### src/hw/rtl/assert_macros.svh
// Assertion macros used by the top-level RTL file of the LED blink and pulse controller.
// No dependencies. Include by bare file name.
`ifndef ASSERT_MACROS_SVH
`define ASSERT_MACROS_SVH

// Check a property at every rising clock edge, with checking held off in reset.
`define ASSERT_AT(lbl, clk, rst, prop, msg) \
  lbl: assert property (@(posedge clk) disable iff (rst) (prop)) else $error(msg);

// Check that a condition in one cycle implies a consequence in the next.
`define ASSERT_NEXT(lbl, clk, rst, cond, cons, msg) \
  lbl: assert property (@(posedge clk) disable iff (rst) (cond) |=> (cons)) else $error(msg);

`endif

### src/hw/rtl/lbp_pkg.sv
// Types and constants for the LED blink and pulse controller.
// No dependencies; used by every RTL module of the block.
`default_nettype none

package lbp_pkg;

  // Width of the duration fields of a command
  localparam int unsigned DUR_BITS = 16;

  // Register index of the lit polarity register
  localparam logic REG_LIT_POLARITY = 1'b0;

  typedef enum logic [1:0] {
    CMD_TICK  = 2'd0,
    CMD_SET   = 2'd1,
    CMD_PULSE = 2'd2,
    CMD_BLINK = 2'd3
  } cmd_t;

  typedef enum logic [1:0] {
    MODE_IDLE  = 2'd0,
    MODE_FIXED = 2'd1,
    MODE_PULSE = 2'd2,
    MODE_BLINK = 2'd3
  } mode_t;

  // One result item
  typedef struct packed {
    logic  pin_level;
    logic  lit;
    mode_t mode;
  } result_t;

endpackage

`default_nettype wire

### src/hw/rtl/lbp_core.sv
// Command decoder and LED state registers: applies one command per transfer
// and forms its result. Depends on lbp_pkg.
`default_nettype none

module lbp_core import lbp_pkg::*; #(
  parameter int unsigned TIME_BITS = 16
) (
  input  wire logic                clk,
  input  wire logic                rst,
  input  wire logic                accept,
  input  wire logic [1:0]          cmd,
  input  wire logic                level,
  input  wire logic [DUR_BITS-1:0] pulse_time,
  input  wire logic [DUR_BITS-1:0] on_time,
  input  wire logic [DUR_BITS-1:0] off_time,
  input  wire logic signed [7:0]   cycle_count,
  input  wire logic                lit_polarity,
  output result_t                  result
);

  mode_t                mode_reg, mode_reg_next;
  logic                 lit_reg, lit_reg_next;
  logic [TIME_BITS-1:0] elapsed, elapsed_next;
  logic [TIME_BITS-1:0] pulse_len, pulse_len_next;
  logic [TIME_BITS-1:0] on_len, on_len_next;
  logic [TIME_BITS-1:0] off_len, off_len_next;
  logic [6:0]           cycles_left, cycles_left_next;
  logic                 temporary, temporary_next;

  logic [TIME_BITS-1:0] pulse_clip, on_clip, off_clip;
  logic [TIME_BITS-1:0] elapsed_inc;
  logic                 cc_positive;

  // Saturate incoming durations to the timer width
  if (TIME_BITS >= DUR_BITS) begin : g_wide
    assign pulse_clip = TIME_BITS'(pulse_time);
    assign on_clip    = TIME_BITS'(on_time);
    assign off_clip   = TIME_BITS'(off_time);
  end else begin : g_narrow
    assign pulse_clip = (|pulse_time[DUR_BITS-1:TIME_BITS]) ? '1 : pulse_time[TIME_BITS-1:0];
    assign on_clip    = (|on_time[DUR_BITS-1:TIME_BITS])    ? '1 : on_time[TIME_BITS-1:0];
    assign off_clip   = (|off_time[DUR_BITS-1:TIME_BITS])   ? '1 : off_time[TIME_BITS-1:0];
  end

  // Saturating elapsed count for one tick
  assign elapsed_inc = (&elapsed) ? elapsed : elapsed + TIME_BITS'(1);
  assign cc_positive = !cycle_count[7] && (|cycle_count[6:0]);

  // Hold the state registers; advance them on each transfer
  always_ff @(posedge clk) begin
    if (rst) begin
      mode_reg    <= MODE_IDLE;
      lit_reg     <= 1'b0;
      elapsed     <= '0;
      pulse_len   <= '0;
      on_len      <= '0;
      off_len     <= '0;
      cycles_left <= '0;
      temporary   <= 1'b0;
    end else if (accept) begin
      mode_reg    <= mode_reg_next;
      lit_reg     <= lit_reg_next;
      elapsed     <= elapsed_next;
      pulse_len   <= pulse_len_next;
      on_len      <= on_len_next;
      off_len     <= off_len_next;
      cycles_left <= cycles_left_next;
      temporary   <= temporary_next;
    end
  end

  // Next state for the command on the input
  always_comb begin
    mode_reg_next    = mode_reg;
    lit_reg_next     = lit_reg;
    elapsed_next     = elapsed;
    pulse_len_next   = pulse_len;
    on_len_next      = on_len;
    off_len_next     = off_len;
    cycles_left_next = cycles_left;
    temporary_next   = temporary;
    unique case (cmd_t'(cmd))
      CMD_TICK: begin
        if (mode_reg == MODE_PULSE) begin
          if (elapsed_inc >= pulse_len) begin
            mode_reg_next  = MODE_IDLE;
            lit_reg_next   = 1'b0;
            temporary_next = 1'b0;
            elapsed_next   = '0;
          end else begin
            elapsed_next = elapsed_inc;
          end
        end else if (mode_reg == MODE_BLINK) begin
          if (lit_reg) begin
            if (elapsed_inc >= on_len) begin
              lit_reg_next = 1'b0;
              elapsed_next = '0;
            end else begin
              elapsed_next = elapsed_inc;
            end
          end else if (elapsed_inc >= off_len) begin
            lit_reg_next = 1'b1;
            elapsed_next = '0;
            // Count down a temporary blink on each dark-to-lit change
            if (temporary) begin
              if (cycles_left <= 7'd1) begin
                cycles_left_next = '0;
                mode_reg_next    = MODE_IDLE;
                lit_reg_next     = 1'b0;
                temporary_next   = 1'b0;
              end else begin
                cycles_left_next = cycles_left - 7'd1;
              end
            end
          end else begin
            elapsed_next = elapsed_inc;
          end
        end
      end
      CMD_SET: begin
        mode_reg_next    = MODE_FIXED;
        lit_reg_next     = level;
        temporary_next   = 1'b0;
        elapsed_next     = '0;
        cycles_left_next = '0;
      end
      CMD_PULSE: begin
        if (mode_reg != MODE_PULSE) begin
          mode_reg_next    = MODE_PULSE;
          lit_reg_next     = 1'b1;
          temporary_next   = 1'b0;
          elapsed_next     = '0;
          cycles_left_next = '0;
          pulse_len_next   = pulse_clip;
        end
      end
      CMD_BLINK: begin
        if (mode_reg != MODE_BLINK) begin
          mode_reg_next    = MODE_BLINK;
          lit_reg_next     = 1'b1;
          temporary_next   = cc_positive;
          elapsed_next     = '0;
          cycles_left_next = cc_positive ? cycle_count[6:0] : 7'd0;
          on_len_next      = on_clip;
          off_len_next     = off_clip;
        end
      end
      default: begin
        mode_reg_next = mode_reg;
      end
    endcase
  end

  // Result taken after the command is applied
  always_comb begin
    result.lit       = lit_reg_next;
    result.mode      = mode_reg_next;
    result.pin_level = lit_reg_next ? lit_polarity : ~lit_polarity;
  end

endmodule

`default_nettype wire

### src/hw/rtl/lbp_out_fifo.sv
// Two-entry result queue between the command core and the output channel.
// Depends on lbp_pkg.
`default_nettype none

module lbp_out_fifo import lbp_pkg::*; (
  input  wire logic clk,
  input  wire logic rst,
  input  wire logic push,
  input  result_t   push_data,
  output logic      full,
  output logic      out_valid,
  input  wire logic out_stall,
  output result_t   out_data
);

  result_t    entries [2];
  logic       wr_ptr, rd_ptr;
  logic [1:0] count;
  logic       pop;

  assign pop       = out_valid && !out_stall;
  assign full      = (count == 2'd2);
  assign out_valid = (count != 2'd0);
  assign out_data  = entries[rd_ptr];

  // Store a result on each push
  always_ff @(posedge clk) begin
    if (push) begin
      entries[wr_ptr] <= push_data;
    end
  end

  // Advance the pointers and the fill count
  always_ff @(posedge clk) begin
    if (rst) begin
      wr_ptr <= 1'b0;
      rd_ptr <= 1'b0;
      count  <= 2'd0;
    end else begin
      if (push) begin
        wr_ptr <= ~wr_ptr;
      end
      if (pop) begin
        rd_ptr <= ~rd_ptr;
      end
      case ({push, pop})
        2'b10:   count <= count + 2'd1;
        2'b01:   count <= count - 2'd1;
        default: count <= count;
      endcase
    end
  end

endmodule

`default_nettype wire

### src/hw/rtl/led_blink_pulse_controller_top.sv
// Top level of the LED blink and pulse controller: APB register, command core
// and result queue. Depends on lbp_pkg, lbp_core, lbp_out_fifo, assert_macros.svh.
//
//   Channel  Direction  Handshake             Payload
//   in       input      in_valid / in_stall   cmd level pulse_time on_time off_time cycle_count
//   out      output     out_valid / out_stall pin_level lit mode
//   apb      input      psel penable pready   paddr pwrite pwdata prdata
//
// One command per cycle while in_stall is low; its result is queued at the transfer and,
// with the queue empty, offered on the cycle after. The core state is registered on each
// transfer; the two-entry result queue sets the rate under output stall: in_stall rises once two results wait.
// Reset is synchronous; no clearing pass follows it.
// pready is always high.
`default_nettype none

module led_blink_pulse_controller_top import lbp_pkg::*; #(
  parameter int unsigned TIME_BITS = 16
) (
  input  wire logic                clk,
  input  wire logic                rst,
  input  wire logic                in_valid,
  output logic                     in_stall,
  input  wire logic [1:0]          cmd,
  input  wire logic                level,
  input  wire logic [DUR_BITS-1:0] pulse_time,
  input  wire logic [DUR_BITS-1:0] on_time,
  input  wire logic [DUR_BITS-1:0] off_time,
  input  wire logic signed [7:0]   cycle_count,
  output logic                     out_valid,
  input  wire logic                out_stall,
  output logic                     pin_level,
  output logic                     lit,
  output logic [1:0]               mode,
  input  wire logic                psel,
  input  wire logic                penable,
  input  wire logic                pwrite,
  input  wire logic [2:0]          paddr,
  input  wire logic [31:0]         pwdata,
  output logic [31:0]              prdata,
  output logic                     pready
);

  logic    lit_polarity;
  logic    in_accept;
  result_t core_result;
  result_t out_data;

  assign pready    = 1'b1;
  assign in_accept = in_valid && !in_stall;

  // Write the lit polarity register
  always_ff @(posedge clk) begin
    if (rst) begin
      lit_polarity <= 1'b1;
    end else if (psel && penable && pwrite && pready && (paddr[2] == REG_LIT_POLARITY)) begin
      lit_polarity <= pwdata[0];
    end
  end

  // Read back the register
  always_comb begin
    prdata = '0;
    if (paddr[2] == REG_LIT_POLARITY) begin
      prdata[0] = lit_polarity;
    end
  end

  lbp_core #(
    .TIME_BITS(TIME_BITS)
  ) u_core (
    .clk         (clk),
    .rst         (rst),
    .accept      (in_accept),
    .cmd         (cmd),
    .level       (level),
    .pulse_time  (pulse_time),
    .on_time     (on_time),
    .off_time    (off_time),
    .cycle_count (cycle_count),
    .lit_polarity(lit_polarity),
    .result      (core_result)
  );

  lbp_out_fifo u_out_fifo (
    .clk      (clk),
    .rst      (rst),
    .push     (in_accept),
    .push_data(core_result),
    .full     (in_stall),
    .out_valid(out_valid),
    .out_stall(out_stall),
    .out_data (out_data)
  );

  assign pin_level = out_data.pin_level;
  assign lit       = out_data.lit;
  assign mode      = out_data.mode;

`include "assert_macros.svh"

  // Input stalls only while results are waiting
  `ASSERT_AT(a_stall_needs_results, clk, rst, !in_stall || out_valid, "in_stall without results")
  // An idle result is always dark
  `ASSERT_AT(a_idle_dark, clk, rst, !(out_valid && mode == MODE_IDLE) || !lit, "idle but lit")
  // A pulse result is always lit
  `ASSERT_AT(a_pulse_lit, clk, rst, !(out_valid && mode == MODE_PULSE) || lit, "pulse but dark")
  // A transfer with the queue empty offers a result next cycle
  `ASSERT_NEXT(a_result_follows, clk, rst, in_accept && !out_valid, out_valid, "result lost")

endmodule

`default_nettype wire

### config.mk
export PLATFORM = sky130hd
export DESIGN_NAME = led_blink_pulse_controller_top
export DESIGN_NICKNAME = d
export VERILOG_FILES = /design/src/hw/rtl/lbp_pkg.sv /design/src/hw/rtl/lbp_core.sv /design/src/hw/rtl/lbp_out_fifo.sv /design/src/hw/rtl/led_blink_pulse_controller_top.sv
export VERILOG_INCLUDE_DIRS = /design/src /design/src/hw/rtl
export SDC_FILE = /design/constraint.sdc
export NUM_CORES = 1
export LEC_CHECK = 0
export ABC_CLOCK_PERIOD_IN_PS = 5200
export BUFFER_PORTS_ARGS = -buffer_cell sky130_fd_sc_hd__buf_2
export CAP_MARGIN = 30
export CORE_ASPECT_RATIO = 1.5
export CORE_MARGIN = 5
export CORE_UTILIZATION = 55
export CTS_BUF_LIST = sky130_fd_sc_hd__clkbuf_8
export CTS_CLUSTER_DIAMETER = 40
export DETAILED_ROUTE_END_ITERATION = 7
export GPL_ROUTABILITY_DRIVEN = 0
export PLACE_DENSITY = 0.82
export SYNTH_ARGS = -nofsm -noshare
export SYNTH_HDL_FRONTEND = slang
export SYNTH_SLANG_ARGS = --single-unit
### constraint.sdc
create_clock -name clk -period 5.2 [get_ports clk]
set_input_delay 0.52 -clock clk [delete_from_list [all_inputs] [get_ports clk]]
set_output_delay 0.52 -clock clk [all_outputs]
set_load 0.02 [all_outputs]
==> flow_metrics.tcl, run 1 <==
set metrics [dict create \
    status "completed" \
    grt_setup_unrepaired "no" \
    synthFlopType "dfxtp_1" \
    grt_overflow 0 \
    clk_pin_slew_worst_paths_ns 0.09 \
    vias 4805 \
    antenna_found_initial 0 \
    worst_pin_slew_ns 1.01 \
    drc 0 \
    synth_area_leaders "dfxtp_1 29%, ha_1 12%, nand2_1 8.8%" \
    finalSetupViolations 0 \
    first_pass_iters 4 \
    rows 45 \
    drt_iter0_drc 294 \
    drv_slew 0 \
    netlist_area_um2 5590 \
    syn_to_final_growth_pct 8.13 \
    wire_per_inst_um 14.6 \
    endpoint_kind "flip-flop" \
    grt_first_pass_wirelength_um 21500 \
    cts-buffers-inserted 9 \
    final_util 0.603 \
    boundaryPins 140 \
    ctsHoldBuffers 0 \
    use_met2 0.394 \
    busiest_layer "met2" \
    fin_tns_setup_ns 0 \
    cts_root_buffer "clkbuf_8" \
    met3_usage 0.0350 \
    p_sw_uw 568 \
    p_int_mw 1.16 \
    yosys_warnings 0 \
    yosysSeqAreaShare 0.333 \
    hold_class "in2reg" \
    slew_headroom 0.327 \
    cts_tree "yes" \
    grt_use_met1 0.237 \
    crit_required_ns 5.50 \
    pwr-share-comb 0.273 \
    p_sw_frac 0.328 \
    wirelength_um 12700 \
    postCtsSetupRepairBufs 0 \
    final_hold_viol_count 0 \
    die_height_um 133 \
    n_antenna_cell 0 \
    cts-resized-gates 0 \
    insertion_delay_ns 0.36 \
    cap_viol_max_count 0 \
    port_buffers 74 \
    antenna_left 0 \
    dieArea_um2 12300 \
    synth_cells 694 \
    fmax_mhz 230 \
    synth_edf_count 8 \
    power.share.clock 0.265 \
    final_cell_area_um2 6040 \
    syn_area_per_cell_um2 8.05 \
    ys_ff_latch 89 \
    synthArstFlopShare 0 \
    crit_path_start_kind "flip-flop" \
    grt_max_degree 43 \
    nets 906 \
    drive_gt1_frac 0.169 \
    start_util 0.558 \
    synth_common_cells "131 x nand2_1, 81 x dfxtp_1, 74 x a21oi_1" \
    worstSetupPathType "reg2reg" \
    p_per_area_nw_per_um2 286 \
    vdd_drop_max_mv 0.203 \
    grt_pass1_vias 4779 \
    skew_ns 0.00998 \
    cts_buffer_depth 2 \
    pwr-share-seq 0.462 \
    htreeDepth 3 \
    coreArea_um2 10000 \
    viasPerCell 5.49 \
    yosysMostFrequentCell "nand2_1" \
    die_w_um 92.3 \
    yosysUniqueCellTypes 72 \
    post-route-period-util 0.837 \
    gr-usage-all-layers 0.214 \
    dp_hpwl_um 10000 \
    critPathArrivalTime_ns 4.65 \
    netlist.area_leader.share 0.290 \
    synth_area_leader_cell "dfxtp_1" \
    dpl_cell_area_um2 5860 \
    critPathMaxFanout 11 \
    cts.sinks 89 \
    fin_crit_ns 4.35 \
    leakage_nw 2.57 \
]
cell usage in the layout (no fill, tap or decap), types with 4 or more instances in the layout:
master,netlist,final
a211oi_1,8,8
a21o_1,4,4
a21oi_1,74,74
a32o_2,9,9
and2_1,6,6
buf_2,7,74
buf_4,34,4
clkbuf_8,1,9
conb_1,2,32
dfxtp_1,81,81
edfxtp_1,8,8
ha_1,52,52
inv_1,56,57
mux2_2,7,7
mux2i_1,5,5
nand2_1,131,131
nand3_1,15,15
nand4_1,10,10
nor2_1,39,39
nor2b_1,9,9
nor3_1,8,8
o211ai_1,6,6
o21a_1,4,4
o21ai_0,19,19
or2_2,8,8
xnor2_1,12,12
path summary, 6_finish.rpt:
kind | startpoint | endpoint | slack (ns) | depth (start not counted)
worst max register to register | u_core.elapsed[2]$_SDFFE_PP0P_ | u_core.elapsed[13]$_SDFFE_PP0P_ | 0.85 | 12
worst min register to register | u_core.on_len[2]$_SDFFE_PP0P_ | u_core.on_len[2]$_SDFFE_PP0P_ | 0.46 | 2
worst min-delay path | off_time[2] | u_core.off_len[2]$_SDFFE_PP0P_ | 0.38 | 3
worst max-delay path | u_core.elapsed[2]$_SDFFE_PP0P_ | u_core.elapsed[13]$_SDFFE_PP0P_ | 0.85 | 12
cell families after synthesis:
logic type,share of synthesized area
fa+ha+maj,0.116
compound gates,0.181
mux,0.0231
simple gates,0.214
xor+xnor,0.0219
flops,0.333
buf+inv,0.109
other cells,0.00134
metrics by stage:
| step | hold slack, ns | power (mW) | setup WS [ns] | cells |
|---|---|---|---|---|
| floorplan | 0.436 | 1.19 | 1.80 | 724 |
| global placement | 0.446 | 1.26 | 1.11 | 859 |
| detailed placement | 0.446 | 1.28 | 0.973 | 859 |
| CTS | 0.370 | 1.74 | 0.939 | 875 |
| global route | 0.373 | 1.83 | 0.513 | 875 |
| finish | 0.385 | 1.73 | 0.850 | 875 |
layer usage:
layer / part of all wire / vias up
met2: 0.53 / 149
met4: 0.031 / 0
met1: 0.40 / 2182
met5: 0 / -
li1: - / 2445
met3: 0.040 / 29
layout make-up:
class	count	area (um^2)
fillers	895	3980
well taps	117	146
clock buffers	9	124
repair buffers	78	400
clock inverters	7	61.3
inverters	57	214
flip-flops and latches	89	1860
multi-input cells	518	3230
critical path, stage by stage, from the launching register on:
cell and delay (ns):
dfxtp_1 0.44, and4_1 0.25, and2_1 0.22, nand3_2 0.22, nand3_1 0.18, xnor2_1 0.29, ha_1 0.36, a21o_1 0.21
a2111oi_0 0.68, o21ai_0 0.37, nor2_1 0.41, or2_1 0.42, a32o_2 0.23
power groups by stage:
stage,logic (mW),registers [mW],clock network (mW)
detailed placement,0.470,0.813,0
CTS,0.473,0.797,0.468
global placement,0.452,0.808,0
global route,0.526,0.806,0.497
finish,0.472,0.798,0.459
floorplan,0.391,0.797,0
(Power assumes the default switching activity.)
==> run 2, diff against run 1 <==
--- a/config.mk
+++ b/config.mk
@@ -6,17 +6,18 @@
 export SDC_FILE = /design/constraint.sdc
 export NUM_CORES = 1
 export LEC_CHECK = 0
-export ABC_CLOCK_PERIOD_IN_PS = 5200
+export ABC_AREA = 1
+export ABC_CLOCK_PERIOD_IN_PS = 3600
 export BUFFER_PORTS_ARGS = -buffer_cell sky130_fd_sc_hd__buf_2
 export CAP_MARGIN = 30
 export CORE_ASPECT_RATIO = 1.5
 export CORE_MARGIN = 5
-export CORE_UTILIZATION = 55
+export CORE_UTILIZATION = 50
 export CTS_BUF_LIST = sky130_fd_sc_hd__clkbuf_8
 export CTS_CLUSTER_DIAMETER = 40
 export DETAILED_ROUTE_END_ITERATION = 7
 export GPL_ROUTABILITY_DRIVEN = 0
-export PLACE_DENSITY = 0.82
+export PLACE_DENSITY = 0.79
 export SYNTH_ARGS = -nofsm -noshare
 export SYNTH_HDL_FRONTEND = slang
 export SYNTH_SLANG_ARGS = --single-unit
==> constraint.sdc (replaced) <==
create_clock -name clk -period 3.6 [get_ports clk]
set_input_delay 0.36 -clock clk [delete_from_list [all_inputs] [get_ports clk]]
set_output_delay 0.36 -clock clk [all_outputs]
set_load 0.02 [all_outputs]
==> run 2 against run 1 <==
Against the previous run:
- sequential cell count stayed put
- critical path depth grew 8
- synthesized area decreased by 1.8%
- highest routed layer unchanged
- utilization decreased by 4.2 points
- clock-buffer cell count stayed put
- fmax grew 31%
- final area increased by 0.91%
- register-to-register slack got worse by 0.57 ns
- sequential share of layout area decreased by 0.28 points
- global-route usage shrank 1.6 points
- clock skew grew 0.0015 ns
==> flow_metrics.tcl, run 2 <==
set metrics [dict create \
    status "completed" \
    setup_slack_ns 0.283 \
    slew_headroom 0.496 \
    final_cell_area_um2 6100 \
    dp_cells 943 \
    yosys_warnings 0 \
    holdPathStages 3 \
    die_w_um 95.5 \
    post-route-period-util 0.921 \
    ys_ff_latch 89 \
    port_buffers 74 \
    worstSetupPathType "reg2reg" \
    nFillCells 1053 \
    pwr-share-comb 0.250 \
    insertion_delay_ns 0.37 \
    vdd_drop_max_mv 0.360 \
    layout_common_cells "108 x nand2_1, 105 x a21oi_1, 98 x inv_1, 81 x dfxtp_1" \
    final_cells 960 \
    netlist.area_leader.share 0.296 \
    crit_path_start_kind "flip-flop" \
    boundaryPins 140 \
    rows 47 \
    yosysMostFrequentCell "nand2_1" \
    final_common_cell "nand2_1" \
    p_sw_uw 844 \
    grt_pass1_vias 4814 \
    synth_cells 742 \
    ff2ff_path_depth 20 \
    viasPerCell 5.17 \
    nets 961 \
    cts_tree "yes" \
    start_util 0.504 \
    synthArstFlopShare 0 \
    coreArea_um2 10900 \
    synthFlopType "dfxtp_1" \
    synth_common_cells "113 x nand2_1, 105 x a21oi_1, 98 x inv_1" \
    die_height_um 138 \
    grt_first_pass_wirelength_um 21000 \
    ctsHoldBuffers 0 \
    synth_edf_count 8 \
    gr-usage-all-layers 0.198 \
    totalPowerFinal_mw 2.46 \
    cts-buffers-inserted 9 \
    wirelength_um 13000 \
    antenna_found_initial 0 \
    holdWs_ns 0.211 \
    fin_crit_ns 3.32 \
    n_antenna_cell 0 \
    critPathMaxFanout 5 \
    p_sw_frac 0.343 \
    yosysSeqAreaShare 0.339 \
    p_per_area_nw_per_um2 404 \
    fin_tns_setup_ns 0 \
    cts_buffer_depth 2 \
    critPathArrivalTime_ns 3.44 \
    pwr-share-seq 0.459 \
    syn_area_per_cell_um2 7.39 \
    grt_max_degree 32 \
    wl_met3_um 746 \
    wire_per_inst_um 13.6 \
    yosysUniqueCellTypes 40 \
    finalSetupViolations 0 \
    drv_slew 0 \
    syn_to_final_growth_pct 11.2 \
    dpl_cell_area_um2 5840 \
    final_util 0.560 \
    dr.max_layer_used "met4" \
    endpoint_kind "flip-flop" \
    drt-met1-wl_um 5030 \
    netlist_area_um2 5490 \
    worst_pin_slew_ns 0.755 \
    antenna_left 0 \
    skew_ns 0.0115 \
    hold_class "in2reg" \
    cts_root_buffer "clkbuf_8" \
    grt_setup_unrepaired "no" \
    htreeDepth 3 \
    vias 4966 \
    synth_area_leader_cell "dfxtp_1" \
    crit_required_ns 3.72 \
    route.met2.wl_um 6800 \
    preCtsSetupSlack_ns 0.163 \
    leakage_nw 2.76 \
    grt_overflow 0 \
    drt_iter0_drc 248 \
    cap_viol_max_count 0 \
    p_int_mw 1.62 \
    clk_pin_slew_worst_paths_ns 0.09 \
    dp_hpwl_um 9810 \
    synth_area_leaders "dfxtp_1 30%, ha_1 12%, a21oi_1 9.6%" \
    cts.sinks 89 \
    drc 0 \
    drive_gt1_frac 0.162 \
    dieArea_um2 13200 \
    first_pass_iters 5 \
    fmax_mhz 301 \
    final_hold_viol_count 0 \
    power.share.clock 0.291 \
]
## run 2: cell count changes after synthesis, sizes merged, moves of 11 or more
cell	change
nor2	+16
nand2	-18
o21ai	+60
nand4	+11
inv	+46
nand3	+11
a32o	-11
a21oi	+31
## run 2: power by group through the flow
| stage | logic, mW | clock network [mW] | registers (mW) |
|---|---|---|---|
| floorplan | 0.489 | 0 | 1.14 |
| global placement | 0.598 | 0 | 1.15 |
| detailed placement | 0.610 | 0 | 1.15 |
| CTS | 0.613 | 0.726 | 1.13 |
| global route | 0.702 | 0.770 | 1.14 |
| finish | 0.615 | 0.717 | 1.13 |
## run 2: critical path, stage by stage, from the launching register on
cell and delay (ns):
dfxtp_1 0.38, ha_2 0.23, nand4_1 0.21, nor2_4 0.22
nand4_2 0.18, o21ai_2 0.34, ha_1 0.31, nand2_1 0.07
nand3_1 0.07, nand2_1 0.06, nand2_1 0.05, nand2_1 0.06
nand2_1 0.06, nand2_1 0.11, nand2_1 0.09, a21oi_1 0.12
nand2_1 0.07, nand3_1 0.14, nand2_1 0.12, nand2_1 0.09
nand2_1 0.06
## run 2: metal layers
layer | track usage | up-vias
li1 | - | 2540
met1 | 0.212 | 2240
met2 | 0.363 | 153
met3 | 0.0364 | 33
met4 | 0.0915 | 0
met5 | 0 | -
## run 2: cells by family (layout without fill, tap and decap cells)
| group | after synthesis | in the layout | synth area share |
|---|---|---|---|
| DFF | 89 | 89 | 0.339 |
| muxes | 4 | 4 | 0.00821 |
| adders and majority gates | 52 | 52 | 0.119 |
| other | 2 | 32 | 0.00137 |
| AOI/OAI and AO/OA | 197 | 197 | 0.192 |
| buffers and inverters | 157 | 198 | 0.133 |
| xor gates and xnor gates | 13 | 13 | 0.0208 |
| and+or+nand+nor | 228 | 228 | 0.187 |
## run 2: repair_timing
| item | CTS | global route |
|---|---|---|
| endpoints found under the setup margin | 0 | 29 |
| resized for setup | 0 | 14 |
| setup buffers | 0 | 1 |
## run 2: path summary, 6_finish.rpt
path	startpoint	end	slack (ns)
min	pwdata[0]	lit_polarity$_SDFFE_PP1P_	0.21
max	u_core.elapsed[1]$_SDFFE_PP0P_	u_out_fifo.entries[0][3]$_DFFE_PP_	0.28
max reg2reg	u_core.elapsed[1]$_SDFFE_PP0P_	u_out_fifo.entries[0][3]$_DFFE_PP_	0.28
min reg2reg	u_core.on_len[6]$_SDFFE_PP0P_	u_core.on_len[6]$_SDFFE_PP0P_	0.47
## run 2: area by class of cell
type                       instances  area, um^2  area share
multi-input combinational        526        3050       0.501
sequential                        89        1860       0.305
timing repair buffer              79         408      0.0669
inverter                         103         389      0.0638
tap                              147         184      0.0302
clock buffer                       9         124      0.0203
clock inverter                     7        76.3      0.0125
==> run 3, diff against run 2 <==
--- a/config.mk
+++ b/config.mk
@@ -18,6 +18,7 @@
 export DETAILED_ROUTE_END_ITERATION = 7
 export GPL_ROUTABILITY_DRIVEN = 0
 export PLACE_DENSITY = 0.79
+export SLEW_MARGIN = 20
 export SYNTH_ARGS = -nofsm -noshare
 export SYNTH_HDL_FRONTEND = slang
 export SYNTH_SLANG_ARGS = --single-unit
==> constraint.sdc (replaced) <==
create_clock -name clk -period 3.6 [get_ports clk]
set_input_delay 0.54 -clock clk [delete_from_list [all_inputs] [get_ports clk]]
set_output_delay 0.54 -clock clk [all_outputs]
set_load 0.02 [all_outputs]
==> run 3 against run 2 <==
Against the previous run:
- via count grew 0.50%
- utilization grew 0.15 points
- non-clock buffer count grew 1
- worst setup slack gained 0.075 ns
- largest cell class unchanged
- cell count grew 0.10%
- critical endpoint unchanged
- register-to-register slack gained 0.08 ns
- largest power group unchanged
- clock power shrank 1%
- final area grew 0.27%
==> flow_metrics.tcl, run 3 (synthesis results as in run 2) <==
set metrics [dict create \
    status "completed" \
    cts_root_buffer "clkbuf_8" \
    die_height_um 138 \
    boundaryPins 140 \
    coreArea_um2 10900 \
    hold_class "in2reg" \
    slowest_delay_ns 0.37 \
    totalPowerFinal_mw 2.46 \
    critical-path-top-delay-family "simple AND/OR/NAND/NOR gates" \
    antenna_left 0 \
    crit_path_start_kind "flip-flop" \
    grt_max_degree 36 \
    final_cells 961 \
    insertion_delay_ns 0.37 \
    vias 4991 \
    cts_tree "yes" \
    n_antenna_cell 0 \
    nets 962 \
    path_buf_inv 0 \
    antenna_found_initial 0 \
    htreeDepth 3 \
    critPathArrivalTime_ns 3.37 \
    nFillCells 1069 \
    p_per_area_nw_per_um2 402 \
    start_util 0.504 \
    final_common_cell "nand2_1" \
    drv_slew 0 \
    fin_tns_setup_ns 0 \
    cts-buffers-inserted 9 \
    min_from "pwdata[0]" \
    vdd_drop_max_mv 0.305 \
    cts_buffer_depth 2 \
    leakage_nw 2.77 \
    die_w_um 95.5 \
    dpl_cell_area_um2 5870 \
    crit_chain "ha_1, nand4_1, nor2_4, nand4_2, nand3_1, o21a_1, ha_1, a21oi_1, nand2_1, nand2_1, nand2_1, nand2_1, nand2_1, a21oi_1, nand2_1, nand3_1, nand2_1, nand2_1, nand2_1" \
    grt_first_pass_wirelength_um 20900 \
    reg2reg_from "u_core.elapsed[1]$_SDFFE_PP0P_" \
    syn_to_final_growth_pct 11.5 \
    skew_ns 0.00777 \
    worst_pin_slew_ns 0.760 \
    seq_area_um2 1860 \
    dieArea_um2 13200 \
    clk_pin_slew_worst_paths_ns 0.09 \
    wirelength_um 12800 \
    worstSetupPathType "reg2reg" \
    port_buffers 74 \
    crit_start "u_core.elapsed[1]$_SDFFE_PP0P_" \
    first_pass_iters 5 \
    endpoint_kind "flip-flop" \
    drive_gt1_frac 0.156 \
    fmax_mhz 308 \
    critPathMaxFanout 5 \
    grt_overflow 0 \
    cpMostUsedCell "nand2_1" \
    dp_cells 944 \
    holdWs_ns 0.380 \
    fin_crit_ns 3.24 \
    cap_viol_max_count 0 \
    dp_hpwl_um 9800 \
    gr-usage-all-layers 0.199 \
    drc 0 \
    final_hold_viol_count 0 \
    cts.sinks 89 \
    wire_per_inst_um 13.3 \
    drt_iter0_drc 230 \
    post-route-period-util 0.900 \
    final_cell_area_um2 6110 \
    slew_headroom 0.493 \
    viasPerCell 5.19 \
    crit_required_ns 3.73 \
    postCtsSetupRepairBufs 0 \
    finalSetupViolations 0 \
    rows 47 \
    layout_common_cells "112 x nand2_1, 105 x a21oi_1, 97 x inv_1, 81 x dfxtp_1" \
    grt_pass1_vias 4621 \
    cp_slowest_cell "dfxtp_1" \
    multiInputGateArea_um2 3040 \
]
## run 3: per-stage QoR
step            util  setup slack [ns]
6_report       0.562             0.358
2_1_floorplan      -             0.857
5_1_grt        0.562           -0.0149
3_3_place_gp   0.537             0.246
3_5_place_dp   0.540             0.221
4_1_cts        0.558             0.199
## run 3: final cells by class
cell class,count,share of cell area
Timing Repair Buffer,80,0.0725
Sequential cell,89,0.305
Clock buffer,9,0.0203
Multi-Input combinational cell,526,0.497
Inverter,103,0.0637
Clock inverter,7,0.0125
Tap cell,147,0.0301
## run 3: worst min-delay path, cell delays in order
cell and delay [ns]:
buf_2 0.07, nand2_1 0.04, o211ai_1 0.06
## run 3: power by group
group          internal [mW]  switching [mW]  total, mW
registers               1.08          0.0457       1.13
logic                  0.211           0.409      0.620
clock network          0.326           0.382      0.707
total                   1.62           0.836       2.46
## run 3: worst paths after layout
path	endpoint	slack, ns	cells after the start
setup / recovery	u_out_fifo.entries[0][3]$_DFFE_PP_	0.36	19
setup reg to reg	u_out_fifo.entries[0][3]$_DFFE_PP_	0.36	19
hold / removal	lit_polarity$_SDFFE_PP1P_	0.38	3
hold reg to reg	u_out_fifo.rd_ptr$_SDFFE_PP0P_	0.45	1
## run 3: metal layers
layer / vias up / track usage / share of wire
met2: 154 / 0.355 / 0.52
met5: - / 0 / 0
met3: 23 / 0.0370 / 0.064
met4: 0 / 0.0870 / 0.029
met1: 2273 / 0.224 / 0.39
li1: 2541 / - / -
## run 3: repair_timing
action,CTS,global route
hold buffers,0,0
setup endpoints to repair,0,27
resized for setup,0,8
